## src/kpd_pkg.sv

```systemverilog
`timescale 1ns / 1ps

package kpd_pkg;

  // scanner phase, one-hot
  typedef enum logic [4:0] {
    PH_IDLE      = 5'b00001,
    PH_DEBOUNCE  = 5'b00010,
    PH_SCAN      = 5'b00100,
    PH_WAIT_KEY  = 5'b01000,
    PH_WAIT_DONE = 5'b10000
  } phase_t;

  localparam logic [4:0]  NO_KEY        = 5'd16;
  localparam logic [4:0]  KEY_CONFIRM   = 5'd15;
  localparam logic [4:0]  KEY_LAST_DIGIT = 5'd9;
  localparam logic [3:0]  DRIVE_ALL     = 4'hf;
  localparam logic [15:0] DEBOUNCE_RESET = 16'd5000;

  typedef struct packed {
    phase_t      phase;
    logic [15:0] debounce_count;
    logic [1:0]  scan_column;
    logic [4:0]  found_key;
    logic [9:0]  accumulator;
    logic [1:0]  digits_taken;
  } kpd_state_t;

  typedef struct packed {
    logic [3:0] col_drive;
    logic       key_valid;
    logic [3:0] key_code;
    logic [9:0] entry_value;
    logic       entry_done;
    logic [1:0] digit_count;
  } kpd_result_t;

  // fixed key layout: column index, row index
  function automatic logic [3:0] key_lookup(input logic [1:0] col, input logic [1:0] row);
    logic [3:0] code;
    unique case ({col, row})
      4'h0: code = 4'd13;
      4'h1: code = 4'd0;
      4'h2: code = 4'd14;
      4'h3: code = 4'd15;
      4'h4: code = 4'd7;
      4'h5: code = 4'd8;
      4'h6: code = 4'd9;
      4'h7: code = 4'd12;
      4'h8: code = 4'd4;
      4'h9: code = 4'd5;
      4'ha: code = 4'd6;
      4'hb: code = 4'd11;
      4'hc: code = 4'd1;
      4'hd: code = 4'd2;
      4'he: code = 4'd3;
      default: code = 4'd10;
    endcase
    return code;
  endfunction

endpackage

```

## src/kpd_step.sv

```systemverilog
`timescale 1ns / 1ps

module kpd_step #(
  parameter int MAX_DIGITS = 3
) (
  input  kpd_pkg::kpd_state_t  state,
  input  logic [3:0]           rows,
  input  logic [15:0]          debounce_ticks,
  output kpd_pkg::kpd_state_t  state_next,
  output kpd_pkg::kpd_result_t result
);

  logic        row_hit;
  logic [1:0]  row_idx;
  logic [4:0]  found_next;
  logic [13:0] acc_wide;
  logic [1:0]  digits_inc;
  logic [1:0]  col_inc;

  // single active row only
  always_comb begin
    row_hit = 1'b1;
    row_idx = 2'd0;
    unique case (rows)
      4'b0001: row_idx = 2'd0;
      4'b0010: row_idx = 2'd1;
      4'b0100: row_idx = 2'd2;
      4'b1000: row_idx = 2'd3;
      default: row_hit = 1'b0;
    endcase
  end

  assign found_next = row_hit ? {1'b0, kpd_pkg::key_lookup(state.scan_column, row_idx)}
                              : state.found_key;
  // value * 10 + digit as shifts and adds
  assign acc_wide   = ({4'd0, state.accumulator} << 3) + ({4'd0, state.accumulator} << 1)
                      + {9'd0, found_next};
  assign digits_inc = state.digits_taken + 2'd1;
  assign col_inc    = state.scan_column + 2'd1;

  always_comb begin
    state_next         = state;
    result.col_drive   = kpd_pkg::DRIVE_ALL;
    result.key_valid   = 1'b0;
    result.key_code    = 4'd0;
    result.entry_done  = 1'b0;

    unique case (state.phase)
      kpd_pkg::PH_IDLE: begin
        if (rows != 4'd0) begin
          state_next.debounce_count = debounce_ticks;
          state_next.phase          = kpd_pkg::PH_DEBOUNCE;
        end
      end
      kpd_pkg::PH_DEBOUNCE: begin
        if (state.debounce_count > 16'd1) begin
          state_next.debounce_count = state.debounce_count - 16'd1;
        end else begin
          state_next.debounce_count = 16'd0;
          if (rows == 4'd0) begin
            state_next.phase = kpd_pkg::PH_IDLE;
          end else begin
            state_next.phase       = kpd_pkg::PH_SCAN;
            state_next.scan_column = 2'd0;
            state_next.found_key   = kpd_pkg::NO_KEY;
            result.col_drive       = 4'b0001;
          end
        end
      end
      kpd_pkg::PH_SCAN: begin
        state_next.found_key = found_next;
        if (state.scan_column != 2'd3) begin
          state_next.scan_column = col_inc;
          result.col_drive       = 4'b0001 << col_inc;
        end else begin
          state_next.scan_column = 2'd0;
          state_next.phase       = kpd_pkg::PH_IDLE;
          state_next.found_key   = kpd_pkg::NO_KEY;
          if (found_next != kpd_pkg::NO_KEY) begin
            result.key_valid = 1'b1;
            result.key_code  = found_next[3:0];
            if (found_next == kpd_pkg::KEY_CONFIRM) begin
              result.entry_done = 1'b1;
              state_next.phase  = kpd_pkg::PH_WAIT_DONE;
            end else if (found_next <= kpd_pkg::KEY_LAST_DIGIT) begin
              state_next.accumulator  = acc_wide[9:0];
              state_next.digits_taken = digits_inc;
              if (digits_inc >= 2'(MAX_DIGITS)) begin
                result.entry_done = 1'b1;
                state_next.phase  = kpd_pkg::PH_WAIT_DONE;
              end else begin
                state_next.phase = kpd_pkg::PH_WAIT_KEY;
              end
            end
          end
        end
      end
      kpd_pkg::PH_WAIT_KEY: begin
        if (rows == 4'd0) begin
          state_next.phase = kpd_pkg::PH_IDLE;
        end
      end
      kpd_pkg::PH_WAIT_DONE: begin
        if (rows == 4'd0) begin
          state_next.accumulator  = 10'd0;
          state_next.digits_taken = 2'd0;
          state_next.phase        = kpd_pkg::PH_IDLE;
        end
      end
      default: begin
        state_next.phase = kpd_pkg::PH_IDLE;
      end
    endcase

    result.entry_value = state_next.accumulator;
    result.digit_count = state_next.digits_taken;
  end

endmodule

```

## src/keypad_scan_decimal_entry_unit.sv

```systemverilog
`timescale 1ns / 1ps

// channel   | handshake             | payload
// ----------+-----------------------+----------------------------------------------
// cfg       | cfg_valid / cfg_ready | debounce_ticks[15:0]
// in        | in_valid / in_ready   | row_lines[3:0]
// out       | out_valid / out_ready | col_drive, key_valid, key_code, entry_value,
//           |                       | entry_done, digit_count
//
// one row sample beat gives one result beat; the result register is loaded on the
// edge that takes the sample, and a new sample is taken every cycle while the
// result is being drained. rst (synchronous) returns the scanner to idle, clears
// the entry and sets debounce_ticks to 5000. when out is stalled the result
// register holds and in_ready drops until it is taken.

module keypad_scan_decimal_entry_unit #(
  parameter int MAX_DIGITS = 3
) (
  input  logic        clk,
  input  logic        rst,
  // configuration write
  input  logic        cfg_valid,
  output logic        cfg_ready,
  input  logic [15:0] debounce_ticks,
  // row samples
  input  logic        in_valid,
  output logic        in_ready,
  input  logic [3:0]  row_lines,
  // results
  output logic        out_valid,
  input  logic        out_ready,
  output logic [3:0]  col_drive,
  output logic        key_valid,
  output logic [3:0]  key_code,
  output logic [9:0]  entry_value,
  output logic        entry_done,
  output logic [1:0]  digit_count
);

  logic                 in_beat;
  logic [15:0]          debounce_reg;
  kpd_pkg::kpd_state_t  state;
  kpd_pkg::kpd_state_t  state_next;
  kpd_pkg::kpd_result_t step_result;
  kpd_pkg::kpd_result_t result;

  // register writes are always taken
  assign cfg_ready = 1'b1;

  // room in the result register, or it empties this cycle
  assign in_ready = !out_valid || out_ready;
  assign in_beat  = in_valid && in_ready;

  always_ff @(posedge clk) begin
    if (rst) begin
      debounce_reg <= kpd_pkg::DEBOUNCE_RESET;
    end else if (cfg_valid) begin
      debounce_reg <= debounce_ticks;
    end
  end

  // all per-sample work happens in one combinational step
  kpd_step #(
    .MAX_DIGITS (MAX_DIGITS)
  ) u_step (
    .state          (state),
    .rows           (row_lines),
    .debounce_ticks (debounce_reg),
    .state_next     (state_next),
    .result         (step_result)
  );

  // scanner state advances only on an accepted sample beat
  always_ff @(posedge clk) begin
    if (rst) begin
      state.phase          <= kpd_pkg::PH_IDLE;
      state.debounce_count <= 16'd0;
      state.scan_column    <= 2'd0;
      state.found_key      <= kpd_pkg::NO_KEY;
      state.accumulator    <= 10'd0;
      state.digits_taken   <= 2'd0;
    end else if (in_beat) begin
      state <= state_next;
    end
  end

  // result register
  always_ff @(posedge clk) begin
    if (rst) begin
      out_valid <= 1'b0;
    end else if (in_beat) begin
      out_valid <= 1'b1;
    end else if (out_ready) begin
      out_valid <= 1'b0;
    end
  end

  always_ff @(posedge clk) begin
    if (in_beat) begin
      result <= step_result;
    end
  end

  assign col_drive   = result.col_drive;
  assign key_valid   = result.key_valid;
  assign key_code    = result.key_code;
  assign entry_value = result.entry_value;
  assign entry_done  = result.entry_done;
  assign digit_count = result.digit_count;

endmodule

```

## config.mk

```make
export PLATFORM = sky130hd
export DESIGN_NAME = keypad_scan_decimal_entry_unit
export DESIGN_NICKNAME = d
export VERILOG_FILES = /design/src/kpd_pkg.sv /design/src/kpd_step.sv /design/src/keypad_scan_decimal_entry_unit.sv
export SDC_FILE = /design/constraint.sdc
export NUM_CORES = 1
export LEC_CHECK = 0
export CELL_PAD_IN_SITES_DETAIL_PLACEMENT = 0
export CELL_PAD_IN_SITES_GLOBAL_PLACEMENT = 1
export CORE_AREA = 5 5 109 111
export CTS_CLUSTER_DIAMETER = 150
export DETAILED_ROUTE_END_ITERATION = 10
export DIE_AREA = 0 0 114 116
export DONT_BUFFER_PORTS = 1
export PLACE_DENSITY_LB_ADDON = 0.1
export SYNTH_ARGS = -nofsm -noshare
export SYNTH_HDL_FRONTEND = slang
export SYNTH_HIERARCHICAL = 1
export SYNTH_SLANG_ARGS = --single-unit
```

## constraint.sdc

```tcl
create_clock -name clk -period 5.6 [get_ports clk]
set_clock_uncertainty 0.2 [all_clocks]
set_input_delay 0.84 -clock clk [delete_from_list [all_inputs] [get_ports clk]]
set_output_delay 0.84 -clock clk [all_outputs]
set_load 0.1 [all_outputs]
```

==> impl_results.html <==
<table>
<tr><th>Metric</th><th>Value</th></tr>
<tr><th colspan="2">Timing</th></tr>
<tr><td>Final count of hold timing violations</td><td>0</td></tr>
<tr><td>Sum of negative setup slack</td><td>0 ns</td></tr>
<tr><td>Worst-margin pin slew</td><td>1.169 ns</td></tr>
<tr><td>Maximum achievable frequency</td><td>222.3 MHz</td></tr>
<tr><td>Pins Over Slew Limit</td><td>0</td></tr>
<tr><td>Final period util</td><td>80.34%</td></tr>
<tr><td>Clock period minus worst slack</td><td>4.499 ns</td></tr>
<tr><td>Setup repair after global routing missed its margin</td><td>no</td></tr>
<tr><td>Headroom to the max-slew limit</td><td>21.79%</td></tr>
<tr><td>Final setup fails</td><td>0</td></tr>
<tr><th colspan="2">Critical path</th></tr>
<tr><td>Cells traversed along the worst timing path</td><td>xor2_1 -&gt; nand2_1 -&gt; ha_1 -&gt; nor2_1 -&gt; nor2_1 -&gt; a221oi_1 -&gt; a21oi_1 -&gt; inv_1 -&gt; fa_1 -&gt; ha_1 -&gt; a211oi_1 -&gt; nor2_1 -&gt; o21a_1 -&gt; o41ai_1 -&gt; xnor2_1 -&gt; mux2i_1 -&gt; nand3_1 -&gt; a21oi_2</td></tr>
<tr><td>Worst setup EP type</td><td>flop</td></tr>
<tr><td>Critical path class</td><td>input pin to flop</td></tr>
<tr><td>Setup crit start kind</td><td>input pin</td></tr>
<tr><td>Data arrival at the endpoint of the critical path</td><td>4.61 ns</td></tr>
<tr><td>Slowest-stage cell, CP</td><td>sky130_fd_sc_hd__fa_1</td></tr>
<tr><td>Most frequent cell on the critical path</td><td>sky130_fd_sc_hd__nor2_1</td></tr>
<tr><td>Origin of the worst setup path</td><td>row_lines[2]</td></tr>
<tr><td>Crit Path Max Fanout</td><td>9</td></tr>
<tr><td>Required time at the worst-slack endpoint</td><td>5.71 ns</td></tr>
<tr><td>CP max stage delay</td><td>0.46 ns</td></tr>
<tr><td>Reg-to-Reg Start</td><td>state[17]</td></tr>
<tr><th colspan="2">Logic synthesis</th></tr>
<tr><td>Synth Area in Compound Gates</td><td>25.24%</td></tr>
<tr><td>Xor/xnor cell area share of the yosys netlist</td><td>1.882%</td></tr>
<tr><td>Post-Synthesis Net Count</td><td>617</td></tr>
<tr><td>Avg Inst Size Synth</td><td>9.046 sq um</td></tr>
<tr><td>Count of flip-flops with a built-in enable after synthesis</td><td>22</td></tr>
<tr><td>Yosys warns</td><td>6</td></tr>
<tr><td>Share of flip-flops with an asynchronous set or reset</td><td>0%</td></tr>
<tr><td>Simple logic cell fraction of the synthesized area</td><td>16.89%</td></tr>
<tr><td>Post-synthesis sequential element count</td><td>79</td></tr>
<tr><td>Share of synthesized area spent on multiplexers</td><td>5.303%</td></tr>
<tr><td>Synth unique cells</td><td>59</td></tr>
<tr><td>Synthesized cell area</td><td>5120 sq um</td></tr>
<tr><td>Synth Flop Type</td><td>sky130_fd_sc_hd__dfxtp_1</td></tr>
<tr><td>Sequential area share after synthesis</td><td>35.19%</td></tr>
<tr><td>Share of synthesized cell area in full adder, half adder and majority cells</td><td>6.794%</td></tr>
<tr><td>Combinational family with the most area after synthesis</td><td>compound AO/OA/AOI/OAI gates</td></tr>
<tr><td>Number of instances in the synthesized netlist</td><td>566</td></tr>
<tr><th colspan="2">Status</th></tr>
<tr><td>Status</td><td>complete, no violations</td></tr>
<tr><th colspan="2">Power and ir drop</th></tr>
<tr><td>Largest vdd supply drop</td><td>226.5 uV</td></tr>
<tr><td>Cell area power density</td><td>257.1 nW/um^2</td></tr>
<tr><td>Static leakage power</td><td>1.879 nW</td></tr>
<tr><th colspan="2">Clock network</th></tr>
<tr><td>Clock sink count</td><td>79</td></tr>
<tr><td>Setup bufs post-CTS</td><td>0</td></tr>
<tr><td>Maximum level of the CTS H-tree</td><td>3</td></tr>
<tr><td>Maximum clock insertion buffer count</td><td>2</td></tr>
<tr><td>Cells resized by post-CTS repair</td><td>0</td></tr>
<tr><td>Hold-fix buffers, CTS</td><td>0</td></tr>
<tr><td>Clock latency of the later-clocked register in the worst-skew pair</td><td>0.37 ns</td></tr>
<tr><td>Clock buffer count from CTS</td><td>9</td></tr>
<tr><td>TritonCTS clock tree</td><td>built</td></tr>
<tr><td>Master cell of the clock root buffer</td><td>sky130_fd_sc_hd__clkbuf_8</td></tr>
<tr><td>Clock transition at the register clock pins on the worst setup and hold paths after CTS</td><td>0.08 ns</td></tr>
<tr><th colspan="2">Routing</th></tr>
<tr><td>Number of vias in the routed layout</td><td>3940</td></tr>
<tr><td>Remaining antenna violation count after routing</td><td>0</td></tr>
<tr><td>DR pass1 iterations</td><td>5</td></tr>
<tr><td>Vias per cell</td><td>5.889</td></tr>
<tr><td>Sum of routed wire length over all layers</td><td>11610 um</td></tr>
<tr><td>Post-DR wirelength/cell</td><td>17.35 um</td></tr>
<tr><td>Detailed router's first-iteration violation count</td><td>202</td></tr>
<tr><td>Met3 wirelength from detailed routing</td><td>458 um</td></tr>
<tr><td>Met1 wire length</td><td>5177 um</td></tr>
<tr><td>Length of routed met2 wiring</td><td>5805 um</td></tr>
<tr><td>Top Layer Used</td><td>met4</td></tr>
<tr><td>Drc violations</td><td>0</td></tr>
<tr><th colspan="2">GRT</th></tr>
<tr><td>Total GRT Usage</td><td>18.47%</td></tr>
<tr><td>Maximum number of pins on one net before global-route repair</td><td>80</td></tr>
<tr><td>Overflow left after global routing</td><td>0</td></tr>
<tr><td>Global-route wire length before repair</td><td>19440 um</td></tr>
<tr><td>Vias in the first global route</td><td>3860</td></tr>
<tr><td>Antenna violations before repair</td><td>0</td></tr>
<tr><th colspan="2">Finish</th></tr>
<tr><td>Post-layout nets</td><td>575</td></tr>
<tr><td>Max reg flops</td><td>40</td></tr>
<tr><td>Fraction of final layout cells sized beyond drive strength 1</td><td>8.318%</td></tr>
<tr><td>Count of non-filler cells in the finished layout</td><td>669</td></tr>
<tr><td>Number of inserted diodes</td><td>0</td></tr>
<tr><td>Layout-stage area growth over the synthesis result</td><td>1.026%</td></tr>
<tr><th colspan="2">Worst hold path</th></tr>
<tr><td>Min-Delay Path Class</td><td>flop to flop</td></tr>
<tr><td>Startpoint of the most critical hold path</td><td>debounce_reg[5]</td></tr>
<tr><th colspan="2">Floorplanning</th></tr>
<tr><td>Core ar.</td><td>10700 sq um</td></tr>
<tr><td>Starting density of the core</td><td>47.86%</td></tr>
<tr><td>Width of the chip</td><td>114 um</td></tr>
<tr><td>Die area</td><td>13220 sq um</td></tr>
<tr><td>Top Ports</td><td>50</td></tr>
<tr><td>Die height</td><td>116 um</td></tr>
<tr><td>Placement Rows</td><td>38</td></tr>
<tr><th colspan="2">Placed design</th></tr>
<tr><td>Hpwl dp</td><td>7469 um</td></tr>
<tr><td>RD Place Congestion</td><td>0.8379</td></tr>
<tr><td>Count of input and output buffers</td><td>0</td></tr>
<tr><td>Instance count after placement with tap cells included</td><td>653</td></tr>
<tr><th colspan="2">Job</th></tr>
<tr><td>Maximum Capacitance Violations</td><td>0</td></tr>
</table>
## area by class of cell
cell class,count,area (sq um)
well taps,140,175.2
clock buffers,13,170.2
inverters,23,86.33
multi-input cells,408,2877
flip-flops and latches,79,1802
clock inverters,3,40.04
repair buffers,3,22.52
fillers,1045,5525
## report_power, final
| group | switching, mW | internal [mW] |
|---|---|---|
| Combinational | 0.118 | 0.0791 |
| Sequential | 0.0659 | 0.610 |
| Clock | 0.212 | 0.244 |
| Total | 0.396 | 0.933 |
## cell usage after synthesis, types with 5 or more instances
cell,instances,area (sq um)
sky130_fd_sc_hd__a211o_1,5,43.79
sky130_fd_sc_hd__edfxtp_1,22,660.6
sky130_fd_sc_hd__nor2_1,42,157.7
sky130_fd_sc_hd__nand3_1,44,220.2
sky130_fd_sc_hd__buf_4,17,127.6
sky130_fd_sc_hd__nand2_1,36,135.1
sky130_fd_sc_hd__a221o_1,10,100.1
sky130_fd_sc_hd__o21ai_0,33,165.2
sky130_fd_sc_hd__nor4_1,8,50.05
sky130_fd_sc_hd__ha_1,23,287.8
sky130_fd_sc_hd__mux2i_1,26,260.3
sky130_fd_sc_hd__dfxtp_1,57,1141
sky130_fd_sc_hd__clkbuf_1,19,71.32
sky130_fd_sc_hd__buf_2,11,55.05
sky130_fd_sc_hd__a21bo_1,38,380.4
sky130_fd_sc_hd__xnor2_1,5,43.79
sky130_fd_sc_hd__nor3_1,9,45.04
sky130_fd_sc_hd__o21a_1,7,52.55
sky130_fd_sc_hd__a21oi_2,18,157.7
sky130_fd_sc_hd__xor2_1,6,52.55
sky130_fd_sc_hd__a21oi_1,28,140.1
sky130_fd_sc_hd__buf_6,9,101.4
sky130_fd_sc_hd__inv_1,23,86.33
sky130_fd_sc_hd__nor2b_1,7,43.79
## routing by layer
metal  track usage, %  up-vias
li1                 -     1954
met1            22.28     1897
met2            31.89       78
met3            4.595       11
met4            6.888        0
met5                0        -
## logic make-up (layout without fill, tap and decap cells)
family / after synthesis / after routing
AND/OR/NAND/NOR: 173 / 173
AO/OA/AOI/OAI: 170 / 170
flip-flops: 79 / 79
buffers and inverters: 79 / 42
multiplexers: 27 / 27
adder cells (fa/ha/maj): 26 / 26
XOR/XNOR: 11 / 11
other: 1 / 1
## through the flow
stage | total power [mW] | area (sq um) | hold slack (ns) | utilization (%) | setup slack [ns]
global placement | 0.8836 | 4962 | 0.2866 | 46.39 | 0.8610
global route | 1.403 | 5172 | 0.3020 | 48.35 | 0.7831
detailed placement | 0.8860 | 4962 | 0.3014 | 46.39 | 0.7853
CTS | 1.349 | 5172 | 0.3064 | 48.35 | 1.164
finish | 1.330 | 5172 | 0.3141 | 48.35 | 1.101
floorplan | 0.8698 | 5120 | 0.2602 | - | 0.8616
## worst paths after layout
check / to / cells past startpoint / slack [ns]
worst max-delay path: state[11] / 18 / 1.10
worst max register to register: state[11] / 14 / 1.66
worst min-delay path: debounce_reg[5] / 2 / 0.31
worst min register to register: debounce_reg[5] / 2 / 0.31
## layout by cell type (no fill, tap or decap), types with 9 or more instances in the layout
| cell type | instances |
|---|---|
| sky130_fd_sc_hd__edfxtp_1 | 22 |
| sky130_fd_sc_hd__clkbuf_8 | 10 |
| sky130_fd_sc_hd__inv_1 | 23 |
| sky130_fd_sc_hd__nor3_1 | 9 |
| sky130_fd_sc_hd__mux2i_1 | 26 |
| sky130_fd_sc_hd__a21oi_2 | 18 |
| sky130_fd_sc_hd__o21ai_0 | 33 |
| sky130_fd_sc_hd__dfxtp_1 | 57 |
| sky130_fd_sc_hd__a21bo_1 | 38 |
| sky130_fd_sc_hd__nand2_1 | 36 |
| sky130_fd_sc_hd__ha_1 | 23 |
| sky130_fd_sc_hd__nand3_1 | 44 |
| sky130_fd_sc_hd__a221o_1 | 10 |
| sky130_fd_sc_hd__a21oi_1 | 28 |
| sky130_fd_sc_hd__nor2_1 | 42 |
## worst max-delay path: cells and delay by family
family	cells	cell delay, ns
compound gates	6	1.47
xor+xnor	2	0.41
fa+ha+maj	3	1.04
buf+inv	1	0.10
mux	1	0.19
simple gates	5	0.57
No activity file was read; power rests on OpenSTA's default activity.
